`src/sv/hs_pkg.sv`:
```
// Shared constants and types for the histogram statistics block.
// No dependencies; every other file imports this package.
`timescale 1ns / 1ps

package hs_pkg;

    localparam int HS_MAX_BINS = 256;
    localparam int W_W         = 17;
    localparam int FRAC_W      = 16;
    localparam int APB_AW      = 3;
    localparam int APB_DW      = 32;

    localparam logic [W_W-1:0] FRAC_ONE  = 17'h10000;
    localparam logic [W_W-1:0] THR_RESET = 17'h08000;

    // Register index taken from paddr[APB_AW-1:2]
    localparam logic REG_THRESHOLD = 1'b0;

    typedef enum logic [2:0] {
        OP_MEAN   = 3'd0,
        OP_MEDIAN = 3'd1,
        OP_STD    = 3'd2,
        OP_LOW    = 3'd3,
        OP_HIGH   = 3'd4
    } div_op_t;

endpackage

```
`src/sv/hs_var.sv`:
```
// Bin store and variance pass: sum of w*(i*2^16 - S)^2 over stored bins,
// using a shift-add multiplier. Depends on hs_pkg.
`timescale 1ns / 1ps

module hs_var
    import hs_pkg::*;
#(
    parameter int MAX_BINS = HS_MAX_BINS,
    localparam int IW = $clog2(MAX_BINS),
    localparam int CW = $clog2(MAX_BINS + 1),
    localparam int SW = W_W + 2 * IW,
    localparam int TW = IW + W_W + 2 * SW
)
(
    input  logic           clk,
    input  logic           rst_n,
    input  logic           wr_en,
    input  logic [IW-1:0]  wr_addr,
    input  logic [W_W-1:0] wr_data,
    input  logic           start,
    input  logic [CW-1:0]  bin_count,
    input  logic [SW-1:0]  index_sum,
    output logic           done,
    output logic [TW-1:0]  var_sum
);

    localparam int PW = 2 * SW + W_W;

    typedef enum logic [4:0] {
        V_IDLE = 5'b00001,
        V_READ = 5'b00010,
        V_DIFF = 5'b00100,
        V_MUL  = 5'b01000,
        V_ACC  = 5'b10000
    } vstate_t;

    vstate_t        state_reg;
    logic           done_reg;
    logic [CW-1:0]  idx_reg;
    logic [CW-1:0]  n_reg;
    logic [SW-1:0]  s_reg;
    logic [SW-1:0]  d_reg;
    logic [PW-1:0]  mcand_reg;
    logic [SW-1:0]  mplier_reg;
    logic [PW-1:0]  prod_reg;
    logic           second_reg;
    logic [TW-1:0]  t_reg;
    logic [W_W-1:0] rd_data_reg;

    logic [W_W-1:0] mem [MAX_BINS];

    logic [SW-1:0] pos;
    logic [SW-1:0] delta;
    logic [CW-1:0] idx_next;

    assign pos      = {{(SW - IW - FRAC_W){1'b0}}, idx_reg[IW-1:0], {FRAC_W{1'b0}}};
    assign delta    = (pos >= s_reg) ? (pos - s_reg) : (s_reg - pos);
    assign idx_next = idx_reg + 1'b1;

    always_ff @(posedge clk)
    begin
        if (wr_en)
        begin
            mem[wr_addr] <= wr_data;
        end
        rd_data_reg <= mem[idx_reg[IW-1:0]];
    end

    always_ff @(posedge clk or negedge rst_n)
    begin
        if (!rst_n)
        begin
            state_reg <= V_IDLE;
            done_reg  <= 1'b0;
        end
        else
        begin
            done_reg <= 1'b0;
            case (state_reg)
                V_IDLE:
                begin
                    if (start)
                    begin
                        state_reg <= V_READ;
                    end
                end
                V_READ:
                begin
                    state_reg <= V_DIFF;
                end
                V_DIFF:
                begin
                    state_reg <= V_MUL;
                end
                V_MUL:
                begin
                    if (mplier_reg == '0 && second_reg)
                    begin
                        state_reg <= V_ACC;
                    end
                end
                V_ACC:
                begin
                    if (idx_next == n_reg)
                    begin
                        state_reg <= V_IDLE;
                        done_reg  <= 1'b1;
                    end
                    else
                    begin
                        state_reg <= V_READ;
                    end
                end
                default:
                begin
                    state_reg <= V_IDLE;
                end
            endcase
        end
    end

    always_ff @(posedge clk)
    begin
        case (state_reg)
            V_IDLE:
            begin
                if (start)
                begin
                    n_reg   <= bin_count;
                    s_reg   <= index_sum;
                    idx_reg <= '0;
                    t_reg   <= '0;
                end
            end
            V_DIFF:
            begin
                d_reg      <= delta;
                mcand_reg  <= PW'(delta);
                mplier_reg <= SW'(rd_data_reg);
                prod_reg   <= '0;
                second_reg <= 1'b0;
            end
            V_MUL:
            begin
                if (mplier_reg == '0)
                begin
                    // first product done: multiply it by the distance again
                    if (!second_reg)
                    begin
                        mcand_reg  <= prod_reg;
                        mplier_reg <= d_reg;
                        prod_reg   <= '0;
                        second_reg <= 1'b1;
                    end
                end
                else
                begin
                    if (mplier_reg[0])
                    begin
                        prod_reg <= prod_reg + mcand_reg;
                    end
                    mcand_reg  <= {mcand_reg[PW-2:0], 1'b0};
                    mplier_reg <= {1'b0, mplier_reg[SW-1:1]};
                end
            end
            V_ACC:
            begin
                t_reg   <= t_reg + TW'(prod_reg);
                idx_reg <= idx_next;
            end
            default:
            begin
            end
        endcase
    end

    assign done    = done_reg;
    assign var_sum = t_reg;

endmodule

```
`config.mk`:
```
export PLATFORM = sky130hd
export DESIGN_NAME = hs_var
export DESIGN_NICKNAME = d
export VERILOG_FILES = /design/src/sv/hs_pkg.sv /design/src/sv/hs_var.sv
export SDC_FILE = /design/constraint.sdc
export NUM_CORES = 2
export LEC_CHECK = 0
export BUFFER_PORTS_ARGS = -buffer_cell sky130_fd_sc_hd__buf_4
export CORE_UTILIZATION = 55
export CTS_CLUSTER_SIZE = 28
export DETAILED_ROUTE_END_ITERATION = 10
export PLACE_DENSITY = 0.71
export SLEW_MARGIN = 20
export SYNTH_ARGS = -nofsm -noshare
export SYNTH_HDL_FRONTEND = slang
export SYNTH_MEMORY_MAX_BITS = 65536
export SYNTH_SLANG_ARGS = --single-unit
```
`constraint.sdc`:
```
create_clock -name clk -period 10.3 [get_ports clk]
set_input_delay 0.515 -clock clk [delete_from_list [all_inputs] [get_ports clk]]
set_output_delay 0.515 -clock clk [all_outputs]
set_load 0.05 [all_outputs]
```
Yosys cells after proc, flatten, opt, wreduce, memory -nomap -nowiden --
Memories as Yosys holds them, arrays and structs flattened. A register that Yosys moved wholly into a read port is not among the register bits. Cells that the tools add are included. W data, S select, Z words.
Word-level totals: bits in registers 381, RAM bits 4352, memories kept 1, input port bits 71, output and inout bits 92, logic and storage cells 64
Operators by class: equal/unequal tests 11, multiplexer cells 25, $add $sub $neg 5, reduce and logical (&&, ||, !) cells 10, magnitude comparators 1
Memories:
- mem | words 256, width 17, read ports 1, clocked after memory_dff 1, write ports 1, line hs_var.sv:50 | logic [W_W-1:0] mem [MAX_BINS];
Operators with widths (count):
- $mux W83 | 5
- $pmux W83 S2 | 2
- $pmux W91 S2 | 1
- $mux W33 | 3
- $add A91 B83 Y91 | 1
- $mux W91 | 1
- $add A83 B83 Y83 | 1
- $pmux W33 S2 | 1
- $ge A24 B33 Y1 | 1
- $logic_not A33 Y1 | 1
- $sub A24 B33 Y33 | 1
- $sub A33 B24 Y33 | 1
- $pmux W5 S5 | 1
- $pmux W9 S2 | 1
- $mux W5 | 2
- $reduce_and A2 Y1 | 5
- $add A9 B1 Y9 const B | 1
- $eq A9 B9 Y1 | 1
- $mux W9 | 1
- $ne A2 B2 Y1 const B | 3
- $ne A3 B3 Y1 const B | 2
- $eq A5 B1 Y1 const B | 1
- $eq A5 B2 Y1 const B | 1
- $eq A5 B3 Y1 const B | 1
- 8 further kinds | 13

Depth between registers and ports, before layout --
word-level depth 4, depth in mapped cells 19, mapped depth without buffers 13

Least setup slack after synthesis --
OpenSTA, ideal clock, no wires.
path type register -> register, start register state_reg[1], end register prod_reg[0], enable pin, stages on the path, launching flop included 7, clock period less this slack 5984 ps, data arrival time 5536 ps, path slack 4316 ps, setup time 448 ps, buffers on the path 0, required time 9852 ps, cell sequence dfrtp_1 > nor3_1 > nand3b_1 > inv_2 > nand2_1 > nand2_1 > o21a_1
Between the ends: longest elaborated chain between the ends 3, elaborated cells between the ends (all ways) 6, classes of those cells 4 x eq/ne; 2 x reduce/logical
RTL lines:
- start, declared | line hs_var.sv:37 | vstate_t state_reg;
- start signal, assigned | line hs_var.sv:73 | state_reg <= V_IDLE;
- start signal, assigned | line hs_var.sv:84 | state_reg <= V_READ;
- start signal, assigned | line hs_var.sv:89 | state_reg <= V_DIFF;
- $eq A5 B4 Y1 / $eq A5 B3 Y1 (equally long branches) | line hs_var.sv:124 | case (state_reg)
- $ne A3 B3 Y1 (no line) / $reduce_bool A2 Y1 (equally long branches)
- $reduce_and A3 Y1 (no line) (*)
- end signal, assigned | line hs_var.sv:160 | prod_reg <= prod_reg + mcand_reg;
- end, declared | line hs_var.sv:45 | logic [PW-1:0] prod_reg;
Every way passes the cells marked *; elsewhere a longest branch is shown, timed or not. A chain may end at the register's enable or synchronous reset.

==> results.json <==
{
  "outcome": "complete, no violations",
  "dieArea_um2": 354400,
  "worstPathArrival_ns": 6.28,
  "report.final.setup_viol": 0,
  "hp-class": "in -> reg",
  "root_buffer": "clkbuf_16",
  "drt_iter0_markers": 14000,
  "antenna_found_initial": 37,
  "netlist_area_um2": 193600,
  "antenna_left": 0,
  "grt-ovfl-total": 0,
  "combPwrFrac_pct": 18.5,
  "synth_top_cell_by_area": "edfxtp_1",
  "place_worst_setup_slack_ns": 4.873,
  "via_count": 105500,
  "finClkSkew_ns": 0.05996,
  "largest_reg_flops": 4352,
  "top_register": "mem",
  "yosysWarnings": 0,
  "grt_pass1_wl_um": 746200,
  "grt_max_degree": 170,
  "drc_errors": 0,
  "area_growth_pct": 12.29,
  "totalWireLength_um": 523500,
  "die-width_um": 595.3,
  "num_io_pins": 163,
  "hold_viol_final": 0,
  "drt-wirelength-per-cell_um": 33.13,
  "fin_ws_ns": 4.889,
  "synthCells": 10300,
  "rsz0062_at_grt": "no",
  "start_kind": "flip-flop",
  "numClockSinks": 4750,
  "hold_end": "mem[232][0]$_DFFE_PP_",
  "fin_crit_sh_pct": 52.53,
  "design.core.area_um2": 350000,
  "synth.most_common_cell": "edfxtp_1",
  "sw_frac_of_total_pct": 27.47,
  "synthArstFlopShare_pct": 0.1263,
  "rr_worst_depth": 12,
  "htreeDepth": 5,
  "p_leak_nw": 69.87,
  "critPathMaxFanout": 117,
  "synth_area_leaders": "edfxtp_1, mux4_2, mux2i_1, a21oi_1, nor2_1",
  "switchingPower_mw": 12.96,
  "period_needed_ns": 5.411,
  "clk_pin_slew_ns": 0.06,
  "post-cts-setup-buffers": 0,
  "via_per_inst": 6.675,
  "worst_pin_slew_ns": 1.236,
  "regToRegSetupSlack_ns": 4.89,
  "start_util_pct": 55.32,
  "io_buffer_count": 162,
  "clk_path_buf_depth": 4,
  "nets": 11040,
  "end_kind": "flip-flop",
  "critical_path_class": "reg -> reg",
  "hpwl_um": 303500,
  "tritoncts": "yes",
  "power.density_nw_per_um2": 216.9,
  "clock_latency_ns": 1.01,
  "fmax_mhz": 184.8,
  "place.gp.congestion": 0.9268,
  "drtPass1Iterations": 9,
  "num_rows": 217,
  "setup_tns_ns": 0,
  "ys_seq_area_share_pct": 73.56,
  "grt_pass1_vias": 104100,
  "die_y_um": 595.3,
  "p_clk_share_pct": 34.9,
  "synth_nets": 10560,
  "synth.avg_cell_area_um2": 18.79,
  "ir_worst_vdd_mv": 0.1886,
  "cp-startpoint": "idx_reg[1]$_SDFFCE_PN0P_",
  "seqPwrFrac_pct": 46.6,
  "reg2reg_from": "idx_reg[1]$_SDFFCE_PN0P_",
  "grt_use_total_pct": 29.35,
  "timing.final.max_slew_violations": 0,
  "synth_cell_type_count": 78,
  "synth_edf_count": 4727,
  "cap_violations": 0,
  "crit_required_ns": 11.17,
  "whs_path_depth": 1,
  "r2r_end": "rd_data_reg[8]$_DFF_P_",
  "drive_gt1_share_pct": 22.15,
  "fillers": 23750,
  "synthTopCellsByCount": "edfxtp_1, mux4_2, nor2_1",
  "slew_headroom_pct": 17.30,
  "hold_path.startpoint": "wr_data[0]",
  "ys_ff_latch": 4750,
  "intPower_mw": 34.21,
  "synth-main-ff-cell": "edfxtp_1",
  "cts_buffers": 459,
  "synth.top_cell.area_share_pct": 73.31
}
[cell families after synthesis]
| group | Yosys count | synth area share, % |
|---|---|---|
| XOR/XNOR | 181 | 0.8187 |
| flip-flops | 4750 | 73.56 |
| AND/OR/NAND/NOR | 1563 | 3.481 |
| AO/OA/AOI/OAI | 1442 | 4.810 |
| buffers and inverters | 674 | 1.440 |
| adder cells (fa/ha/maj) | 185 | 1.207 |
| multiplexers | 1507 | 14.68 |
[metrics by stage]
| step | area [um^2] | hold WS [ns] | std cells | util [%] | power [mW] |
|---|---|---|---|---|---|
| after floorplan | 193600 | 0.2194 | 10300 | - | 27.73 |
| after global placement | 202000 | 0.3244 | 14860 | 57.71 | 30.90 |
| after detailed placement | 202100 | 0.3290 | 14860 | 57.74 | 31.00 |
| after CTS | 217200 | 0.02209 | 15760 | 62.07 | 47.24 |
| after global routing | 217400 | 0.07029 | 15780 | 62.11 | 48.42 |
| final | 217400 | 0.02531 | 15800 | 62.13 | 47.17 |
[layout by cell type, fill, tap and decap left out, types with 18 or more instances in the layout]
| master | instances |
|---|---|
| edfxtp_1 | 4727 |
| mux4_2 | 1066 |
| nand2_1 | 538 |
| a21oi_1 | 525 |
| buf_4 | 509 |
| nor2_1 | 476 |
| clkbuf_16 | 468 |
| mux2i_1 | 441 |
| o221ai_1 | 204 |
| ha_1 | 182 |
| o21ai_0 | 177 |
| nor2_2 | 142 |
| clkinv_1 | 105 |
| xnor2_1 | 102 |
| clkbuf_1 | 99 |
| a21o_1 | 88 |
| a31oi_1 | 84 |
| clkinv_2 | 83 |
| nand4_1 | 81 |
| xor2_1 | 79 |
| inv_1 | 74 |
| nor3_1 | 68 |
| nand3_1 | 66 |
| dlygate4sd3_1 | 56 |
| o21bai_1 | 53 |
| o22ai_1 | 52 |
| a211oi_1 | 45 |
| o21a_1 | 43 |
| bufinv_16 | 38 |
| diode_2 | 36 |
| o31ai_1 | 32 |
| buf_12 | 25 |
| nor4_1 | 23 |
| nor2b_1 | 23 |
| and3_1 | 20 |
| and2_1 | 19 |
| o211ai_1 | 19 |
| nand2b_1 | 18 |
[area by class of cell]
| class | instances | area, um^2 | share of cell area [%] |
|---|---|---|---|
| Multi-Input combinational cell | 4878 | 48990 | 22.53 |
| Inverter | 82 | 325.3 | 0.1496 |
| Clock buffer | 573 | 12170 | 5.595 |
| Sequential cell | 4750 | 142400 | 65.51 |
| Timing Repair Buffer | 614 | 5251 | 2.415 |
| Clock inverter | 268 | 2411 | 1.109 |
| Antenna cell | 36 | 90.09 | 0.04143 |
| Tap cell | 4599 | 5754 | 2.647 |
[critical path, cell delays in order, from the launching register on]
cell and delay, ns:
edfxtp_1 0.32, buf_4 0.33, buf_12 0.53, buf_12 0.56, buf_4 0.74, mux4_2 0.35, nand2_1 0.07, and3_1 0.21
o31ai_1 0.83, o221ai_1 0.36, nand2_1 0.15, o31ai_1 0.27, a2111oi_0 0.39
[routing by layer]
layer | vias to the layer above | track usage (%) | share of wire [%]
li1 | 43270 | - | -
met1 | 54760 | 40.95 | 37
met4 | 18 | 11.09 | 4.3
met2 | 6399 | 46.59 | 47
met5 | - | 0 | 0.024
met3 | 1009 | 5.464 | 11
[worst max path at each step]
stage	endpoint	slack, ns	cells past startpoint
finish	rd_data_reg[8]$_DFF_P_	4.89	12
global route	rd_data_reg[8]$_DFF_P_	4.75	12
CTS	rd_data_reg[8]$_DFF_P_	4.85	12
detailed placement	rd_data_reg[8]$_DFF_P_	4.87	12
global placement	rd_data_reg[9]$_DFF_P_	4.39	8
floorplan	prod_reg[0]$_SDFFCE_PP0P_	4.32	6
[repair_timing]
item                                   in CTS  in global routing
endpoints found under the hold margin     448                 48
hold buffers                               55                  1
resized for setup                           0                  0
[power groups by stage]
stage	clock, mW	sequential [mW]	combinational (mW)
6_report	16.5	22.0	8.75
4_1_cts	16.6	21.9	8.71
5_1_grt	17.3	22.0	9.16
2_1_floorplan	0	22.5	5.27
3_5_place_dp	0	22.3	8.65
3_3_place_gp	0	22.3	8.56
(Power assumes the default switching activity.)
