==> config.mk <==
export PLATFORM = sky130hd
export DESIGN_NAME = hs_sqrt
export DESIGN_NICKNAME = d
export VERILOG_FILES = /design/src/sv/hs_pkg.sv /design/src/sv/hs_sqrt.sv
export SDC_FILE = /design/constraint.sdc
export NUM_CORES = 1
export LEC_CHECK = 0
export BUFFER_PORTS_ARGS = -buffer_cell sky130_fd_sc_hd__buf_2
export CAP_MARGIN = 20
export CORE_AREA = 3 3 120 180
export DETAILED_ROUTE_END_ITERATION = 6
export DIE_AREA = 0 0 123 183
export HOLD_SLACK_MARGIN = 0.12
export PLACE_DENSITY = 0.72
export SYNTH_ARGS = -nofsm -noshare
export SYNTH_HDL_FRONTEND = slang
export SYNTH_SLANG_ARGS = --single-unit
==> constraint.sdc <==
create_clock -name clk -period 3.1 [get_ports clk]
set_input_delay 0.155 -clock clk [delete_from_list [all_inputs] [get_ports clk]]
set_output_delay 0.155 -clock clk [all_outputs]
set_load 0.1 [all_outputs]
==> src/sv/hs_pkg.sv <==
// Shared constants and types for the histogram statistics block.
// No dependencies; every other file imports this package.
`timescale 1ns / 1ps

package hs_pkg;

    localparam int HS_MAX_BINS = 256;
    localparam int W_W         = 17;
    localparam int FRAC_W      = 16;
    localparam int APB_AW      = 3;
    localparam int APB_DW      = 32;

    localparam logic [W_W-1:0] FRAC_ONE  = 17'h10000;
    localparam logic [W_W-1:0] THR_RESET = 17'h08000;

    // Register index taken from paddr[APB_AW-1:2]
    localparam logic REG_THRESHOLD = 1'b0;

    typedef enum logic [2:0] {
        OP_MEAN   = 3'd0,
        OP_MEDIAN = 3'd1,
        OP_STD    = 3'd2,
        OP_LOW    = 3'd3,
        OP_HIGH   = 3'd4
    } div_op_t;

endpackage

==> src/sv/hs_sqrt.sv <==
// Integer square root, one root bit per cycle (restoring form).
// Depends on hs_pkg.
`timescale 1ns / 1ps

module hs_sqrt
    import hs_pkg::*;
#(
    parameter int TW = 91,
    localparam int TE = TW + (TW % 2),
    localparam int RW = TE / 2
)
(
    input  logic          clk,
    input  logic          rst_n,
    input  logic          start,
    input  logic [TW-1:0] radicand,
    output logic          done,
    output logic [RW-1:0] root
);

    localparam int CNW = $clog2(RW + 1);

    logic           busy_reg;
    logic           done_reg;
    logic [CNW-1:0] cnt_reg;
    logic [TE-1:0]  t_sh_reg;
    logic [RW:0]    rem_reg;
    logic [RW-1:0]  root_reg;

    logic [RW+2:0] rem_sh;
    logic [RW+2:0] trial;
    logic [RW+2:0] diff;
    logic          ge;

    assign rem_sh = {rem_reg, t_sh_reg[TE-1:TE-2]};
    assign trial  = {1'b0, root_reg, 2'b01};
    assign diff   = rem_sh - trial;
    assign ge     = rem_sh >= trial;

    always_ff @(posedge clk or negedge rst_n)
    begin
        if (!rst_n)
        begin
            busy_reg <= 1'b0;
            done_reg <= 1'b0;
            cnt_reg  <= '0;
        end
        else
        begin
            done_reg <= 1'b0;
            if (start && !busy_reg)
            begin
                busy_reg <= 1'b1;
                cnt_reg  <= CNW'(RW);
            end
            else if (busy_reg)
            begin
                cnt_reg <= cnt_reg - 1'b1;
                if (cnt_reg == CNW'(1))
                begin
                    busy_reg <= 1'b0;
                    done_reg <= 1'b1;
                end
            end
        end
    end

    always_ff @(posedge clk)
    begin
        if (start && !busy_reg)
        begin
            t_sh_reg <= TE'(radicand);
            rem_reg  <= '0;
            root_reg <= '0;
        end
        else if (busy_reg)
        begin
            t_sh_reg <= {t_sh_reg[TE-3:0], 2'b00};
            rem_reg  <= ge ? diff[RW:0] : rem_sh[RW:0];
            root_reg <= {root_reg[RW-2:0], ge};
        end
    end

    assign done = done_reg;
    assign root = root_reg;

endmodule

## After elaboration in Yosys (flattened, before gate mapping)

Cells that the tools add are included.

- $add $sub $neg: 2
- $lt $le $gt $ge: 1
- Equal/unequal tests: 1
- Mux-type cells: 11
- Reductions and logical operators: 3

Operators by type and width:

| cell | number |
|---|---|
| 2-to-1 mux 91 bit | 2 |
| >= comparator 49 x 48 -> 1 bit | 1 |
| 2-to-1 mux 47 bit | 1 |
| subtractor 47 bit | 1 |
| 2-to-1 mux 6 bit | 2 |
| == test 6 x 1 -> 1 bit, second input constant | 1 |
| 2-to-1 mux 1 bit | 6 |
| subtractor 6 x 1 -> 6 bit, second input constant | 1 |
| nonzero test 2 bit | 1 |
| logical AND 1 bit | 1 |
| zero test 1 bit | 1 |

- Bits in registers: 193
- Bits of input ports: 94
- Output and inout bits: 47
- Logic and storage cells: 25

## Logic depth before layout (Yosys ltp)

Gate-level depths: netlist (run 1).

- Depth in word-level cells: 4
- Gate-level depth with buffers: 14
- Gate-level depth less buffers: 11

## Worst setup path before layout (run 1)

No wires, ideal clock.

- Path kind: register to register
- Start point: reg root_reg[26] (netlist: root[26])
- End point: reg rem_reg[39]
- Library setup time: 0.120 ns
- Arrival time: 3.419 ns
- Data required time: 2.980 ns
- Path slack: -0.438 ns
- Cell stages (with the launch flop): 14
- Buffers on the path: 2
- Period minus slack after synthesis: 3.538 ns
- Cells stage by stage: dfxtp_1 inv_1 ha_1 buf_4 nand4_4 nor3_4 nand2_2 or3_1 o21a_1 o21a_2 and2_4 buf_6 a32o_1 a211o_1

- Longest elaborated chain between the ends: 2
- Elaborated cells on any way between the ends: 3
- Classes of those cells: add/sub: 1; order compare: 1; mux: 1

RTL lines:

| item | RTL line | text |
|---|---|---|
| start: declaration | hs_sqrt.sv:28 | `logic [RW-1:0] root_reg;` |
| start signal: assignment | hs_sqrt.sv:80 | `root_reg <= {root_reg[RW-2:0], ge};` |
| subtractor 47 bit / >= comparator 49 x 48 -> 1 bit (equally long branches) | hs_sqrt.sv:37, hs_sqrt.sv:38 |  |
| 2-to-1 mux 47 bit * | hs_sqrt.sv:79 | `rem_reg <= ge ? diff[RW:0] : rem_sh[RW:0];` |
| end signal: assignment | hs_sqrt.sv:79 |  |
| end: declaration | hs_sqrt.sv:27 | `logic [RW:0] rem_reg;` |

Mark *: on every way between the ends. The rest lies on a longest branch, timed or not.
A chain may end at the register's enable or synchronous reset.

## Worst setup path in the final report (run 1)

- Start point: reg root_reg[1] (netlist: root[1])
- End point: reg rem_reg[45]

Same word-level chain as after synthesis.

==> results by group, run 1 <==
Layout
  • ANT cells: 0
  • Non-filler cells, final: 1,561
  • Nets: 1,428
  • Number of flip-flops in the largest register: 92
  • Filler cells: 1,582
  • Most frequent cells in the layout: buf_2, nand2_1, dlygate4sd3_1, edfxtp_1, mux2_2
  • Commonest non-fill, non-tap cell in the layout: buf_2
  • Ratio of cells with drive above 1 in the final layout: 28.0%
  • Layout area overhead: 25.7%

Yosys
  • Post-Syn Area: 0.0106 sq mm
  • Avg Synthesized Cell Area: 10.0 sq um
  • Top-area cell type share of the netlist area: 25.8%
  • Synth warnings: 0
  • Syn Inst Count: 1,055
  • Post-synthesis net count: 1,199
  • Post-synth EDFFs: 91
  • Seq cells post-synth: 193
  • Sequential share of the synthesized area: 45.5%
  • Top_reg_cell synth: dfxtp_1
  • Area contributors post-synth: edfxtp_1, dfxtp_1, mux2_2, ha_1, nand2_1
  • Asr flop ratio synth: 4.15%
  • Post-synth cell types: 66
  • Top cell type by total area after synthesis: edfxtp_1

Timing
  • Setup TNS: 0 ns
  • RSZ-0062 raised after global routing: false
  • Tcrit/Tclk final: 94.3%
  • Fmax: 342 MHz
  • Setup violators final: 0
  • Worst slew pin tran: 0.603 ns
  • Relative slew slack: 59.8%
  • Clk_skew: 0.0144 ns
  • Slew Viols, Final: 0
  • Final hold violation count: 0
  • Post-layout min period: 2.92 ns

Worst setup path
  • Critical-path top delay cell: ha_1
  • Critical path data arrival time: 3.31 ns
  • WS Path Type: reg2reg
  • Cell mode on critical path: a211oi_2
  • Startpoint Class: flip-flop
  • Data required, critical path: 3.48 ns
  • Worst path cell trace: inv_1 > ha_1 > o211ai_1 > o21a_1 > a211oi_2 > o21ai_1 > a211oi_2 > buf_4 > o21bai_1 > and3_1 > o41ai_1 > a31o_2
  • FF-to-FF path depth: 12
  • Crit Path Max Fanout: 5
  • Crit. End Element: flip-flop
  • CP max stage delay: 0.37 ns

CTS
  • Total CTS buffers: 17
  • Clock Path Buffers: 2
  • CTS root buf: clkbuf_16
  • TritonCTS clock tree: done
  • Clock Pin Slew Worst Setup and Hold Paths: 0.07 ns
  • Clk_lat worst skew: 0.44 ns
  • H-tree Lvls: 4
  • Clock Sinks: 193

Placement
  • Hpwl dp: 18.2 mm
  • DP Cell Count: 1,429
  • Port buffer count: 140
  • RD Place Congestion: 0.921

Floorplan
  • Row Count: 64
  • Die Span Y: 183 microns
  • Die area: 0.0225 sq mm
  • DIE WIDTH: 123 microns
  • Core Area: 0.0203 sq mm
  • Starting Density: 52.3%
  • Io pins: 141

Detailed routing
  • # DRC: 0
  • Detail Route Antenna Nets: 0
  • Mean routed wirelength per cell: 17.6 microns
  • Vias per cell: 5.67
  • First-pass DRT Iterations: 6
  • Vias after detailed routing: 8,856
  • Detailed Route WL: 27.5 mm
  • Iter 0 DRT Violations: 616

Global route
  • Gr ovfl total: 0
  • Initial antenna violation count: 0
  • Total Routing Usage GR: 24.1%
  • First-pass GRT wire length: 43.3 mm
  • Largest net degree at the start of global routing: 94
  • Number of global-route vias before repair: 9,055

Worst hold path
  • Worst Hold Class: in2reg
  • Hold Path Cell Cnt: 5

Run status
  • Run status: completed

Flow run
  • Number of max-cap violations: 0
[synthesized netlist by cell type (15+ instances only)]
library cell  instances
xnor2_1              27
inv_1                63
a21o_1               26
xor2_1               15
clkbuf_1             46
mux2_2               89
a21oi_1              64
ha_1                 50
nor3_1               16
nand2_1             116
o31ai_1              48
mux2i_1              25
nor2_1               36
dfxtp_1              94
o21ai_0              72
edfxtp_1             91
[cells by family after synthesis]
logic type / Yosys count / synth area share (%)
adder cells (fa/ha/maj): 50 / 5.91
flip-flops: 193 / 45.5
multiplexers: 114 / 11.8
AO/OA/AOI/OAI: 288 / 17.5
buffers and inverters: 124 / 4.79
AND/OR/NAND/NOR: 244 / 11.0
XOR/XNOR: 42 / 3.47
[area by class of cell]
type | count | area (sq um) | area share (%)
clock inverter | 12 | 120 | 0.903
multi-input combinational | 740 | 5350 | 40.2
timing repair buffer | 268 | 1930 | 14.5
sequential | 193 | 4880 | 36.7
inverter | 64 | 241 | 1.81
tap | 264 | 330 | 2.48
clock buffer | 20 | 457 | 3.43
[worst max-delay path: cells and delay by family, from the launching register on]
kind / cells / cell delay (ns)
fa+ha+maj: 1 / 0.37
buf+inv: 2 / 0.23
simple gates: 1 / 0.20
compound gates: 8 / 1.73
flops: 1 / 0.34
[per-stage QoR]
step	setup WS [ns]	area, sq um	util, %	hold WS [ns]
floorplan	-0.0184	10700	-	-0.141
global placement	0.142	11700	57.7	0.0138
detailed placement	0.0724	11700	57.7	0.00936
CTS	0.0568	13200	65.2	0.230
global route	0.0153	13300	65.7	0.276
finish	0.176	13300	65.7	0.246
[metal layers]
layer,vias to the layer above,part of all wire (%),wire [microns],global-route usage (%)
met5,-,0,0,0
met4,0,2.8,760,9.05
met3,59,4.7,1290,3.64
met2,254,53,14700,46.0
met1,4220,39,10800,26.3
li1,4323,-,-,-
[worst paths after layout]
kind | start | to | slack, ns
min | start | cnt_reg[0] | 0.25
max in group asynchronous | rst_n | busy_reg | 2.09
max | root[1] | rem_reg[45] | 0.18
min in group asynchronous | rst_n | done | 0.70
max reg2reg | root[1] | rem_reg[45] | 0.18
min reg2reg | root[32] | root[33] | 0.46
[timing repair]
action | 4_1_cts | 5_1_grt
resized for setup | 0 | 13
hold buffers | 93 | 0
setup buffers | 0 | 5
endpoints found under the setup margin | 0 | 47
hold endpoints to repair | 99 | 0
Power of run 1 is not shown: default switching activity piles up to over one toggle a cycle in this logic, so the estimate is an artifact.
==> run 2, diff against run 1 <==
--- a/config.mk
+++ b/config.mk
@@ -8,7 +8,7 @@
 export BUFFER_PORTS_ARGS = -buffer_cell sky130_fd_sc_hd__buf_2
 export CAP_MARGIN = 20
-export CORE_AREA = 3 3 120 180
+export CORE_AREA = 10 10 127 187
 export DETAILED_ROUTE_END_ITERATION = 6
-export DIE_AREA = 0 0 123 183
+export DIE_AREA = 0 0 137 197
 export HOLD_SLACK_MARGIN = 0.12
 export PLACE_DENSITY = 0.72
==> constraint.sdc (replaced) <==
create_clock -name clk -period 3.1 [get_ports clk]
set_input_delay 0.62 -clock clk [delete_from_list [all_inputs] [get_ports clk]]
set_output_delay 0.62 -clock clk [all_outputs]
set_load 0.1 [all_outputs]
==> run 2 against run 1 <==
  * Hold slack improved by 0.21 ns
  * Cell area decreased by 6.8%
  * Routed wire length decreased by 5.2%
  * Utilization decreased by 4.7 points
  * Worst setup slack got worse by 0.019 ns
  * Register-to-register slack got worse by 0.02 ns
  * Non-clock buffer count decreased by 95
  * Clock skew decreased by 0.0054 ns
  * Die area increased by 20%
  * Maximum frequency decreased by 0.65%
  * First-iteration DRC count decreased by 30%
  * Critical path depth decreased by 1
  * Largest cell class unchanged
==> results by group, run 2 (same netlist as run 1, synthesis figures left out) <==
Run status
  • Run status: completed

Worst setup path
  • Critical path data arrival time: 3.28 ns (-0.03 ns)
  • Data required, critical path: 3.44 ns (-0.04 ns)
  • RR Startpoint: root[26]
  • Worst reg-to-reg setup slack: 0.16 ns (-0.02 ns)
  • WS Path Type: reg2reg
  • Crit Path Max Fanout: 8 (+3)
  • Startpoint Class: flip-flop
  • FF-to-FF path depth: 11 (-1)
  • Crit. End Element: flip-flop
  • R2R Path End: rem_reg[39]

Timing
  • Tcrit/Tclk final: 94.9% (+0.62 points)
  • Worst slew pin tran: 0.665 ns (+0.0615 ns)
  • Setup violators final: 0 (unchanged)
  • Slew Viols, Final: 0 (unchanged)
  • Clk_skew: 0.00893 ns (-0.00542 ns)
  • Post-layout min period: 2.94 ns (+0.0191 ns)
  • Fmax: 340 MHz (-0.65%)
  • Relative slew slack: 55.7% (-4.1 points)
  • Final hold violation count: 0 (unchanged)

Worst hold path
  • Worst Hold Class: reg2reg
  • Worst Hold Launch: root[1]
  • Hold Path Cell Cnt: 2 (-3)
  • Hold EP: root[2]

Detailed routing
  • Detail Route Antenna Nets: 0 (unchanged)
  • # DRC: 0 (unchanged)
  • Detailed Route WL: 26.1 mm (-5.2%)
  • Mean routed wirelength per cell: 17.8 microns (+0.94%)
  • First-pass DRT Iterations: 5 (-1)
  • Vias per cell: 5.72 (+0.87%)
  • Vias after detailed routing: 8,389 (-5.3%)
  • Iter 0 DRT Violations: 432 (-30%)

Placement
  • Hpwl dp: 18.9 mm (+4.0%)
  • RD Place Congestion: 0.916 (-0.59%)
  • Port buffer count: 140 (unchanged)

Layout
  • Post-layout util: 61.0% (-4.7 points)
  • Commonest non-fill, non-tap cell in the layout: buf_2
  • Ratio of cells with drive above 1 in the final layout: 29.5% (+1.5 points)
  • ANT cells: 0 (unchanged)
  • Nets: 1,333 (-6.7%)
  • Number of flip-flops in the largest register: 92 (unchanged)
  • Filler cells: 1,766 (+12%)
  • Layout area overhead: 17.1%
  • Most frequent cells in the layout: buf_2, nand2_1, edfxtp_1, mux2_2, o21ai_0

Global route
  • Initial antenna violation count: 0 (unchanged)
  • Number of global-route vias before repair: 8,561 (-5.5%)
  • First-pass GRT wire length: 41.7 mm (-3.7%)
  • Largest net degree at the start of global routing: 94 (unchanged)
  • Total Routing Usage GR: 19.2% (-4.9 points)
  • Gr ovfl total: 0 (unchanged)

Flow run
  • Number of max-cap violations: 0 (unchanged)

Floorplan
  • Die area: 0.0270 sq mm (+20%)
  • DIE WIDTH: 137 microns (+11%)
  • Starting Density: 52.1% (-0.21 points)
  • Row Count: 64 (unchanged)
  • Io pins: 141 (unchanged)
  • Die Span Y: 197 microns (+7.7%)
  • Core Area: 0.0203 sq mm (+0.40%)

CTS
  • Clock Pin Slew Worst Setup and Hold Paths: 0.07 ns (about the same)
  • Total CTS buffers: 17 (unchanged)
  • Clk_lat worst skew: 0.45 ns (about the same)
  • Clock Sinks: 193 (unchanged)
  • Clock Path Buffers: 2 (unchanged)
  • TritonCTS clock tree: done
  • CTS root buf: clkbuf_16
  • H-tree Lvls: 4 (unchanged)
==> run 2: cell count changes in the layout (fill, tap and decap cells not counted), moves of 2 or more <==
| cell | before | now |
|---|---|---|
| clkbuf_1 | 1 | 3 |
| bufinv_16 | 0 | 4 |
| buf_4 | 32 | 28 |
| clkinv_4 | 3 | 0 |
| inv_8 | 4 | 1 |
| dlygate4sd3_1 | 93 | 1 |
==> run 2: critical path, stage by stage, from the launching register on <==
cell     delay, ns
dfxtp_4       0.35
inv_1         0.05
ha_2          0.40
nand4_4       0.14
nor3_4        0.23
nand2_2       0.09
or3_1         0.40
o21a_1        0.21
o21a_2        0.17
and2_2        0.26
a32o_1        0.28
a211o_1       0.26
==> run 2: worst max path at each step <==
stage                     depth (start not counted)           to     start
final                                            11  rem_reg[39]  root[26]
after global routing                             12  rem_reg[18]  root[28]
after CTS                                        11  rem_reg[39]  root[26]
after detailed placement                         11  rem_reg[39]  root[26]
after global placement                           11  rem_reg[39]  root[26]
after floorplan                                  12  rem_reg[39]  root[25]
==> run 2: area by class of cell <==
cell class,instances,area [sq um],area share (%)
clock inverters,11,176,1.42
clock buffers,21,450,3.63
inverters,64,244,1.97
repair buffers,173,1000,8.07
well taps,264,330,2.66
flip-flops and latches,193,4880,39.3
multi-input cells,740,5320,42.9
==> run 2: timing repair <==
action,in CTS,in global routing
endpoints found under the setup margin,0,20
endpoints found under the hold margin,8,0
hold buffers,1,0
setup buffers,0,4
resized for setup,0,8
==> run 2: stage by stage <==
step	cells	setup slack [ns]	setup TNS [ns]	hold slack, ns	cell area [sq um]
2_1_floorplan	1055	-0.0184	-0.0184	0.324	10700
3_3_place_gp	1427	0.204	0	0.439	11700
3_5_place_dp	1427	0.165	0	0.440	11700
4_1_cts	1460	0.148	0	0.457	12300
5_1_grt	1466	-0.0141	-0.0338	0.460	12400
6_report	1466	0.157	0	0.460	12400
==> run 2: routing by layer <==
metal  vias up  routed length [microns]  GRT usage (%)  part of all wire [%]
met4         0                      871           8.07                   3.3
li1       4129                        -              -                     -
met2       213                    13400           33.9                    51
met1      3985                    10400           21.5                    40
met5         -                        0              0                     0
met3        62                     1440           4.33                   5.5
Power of run 2 is left out for the same reason.
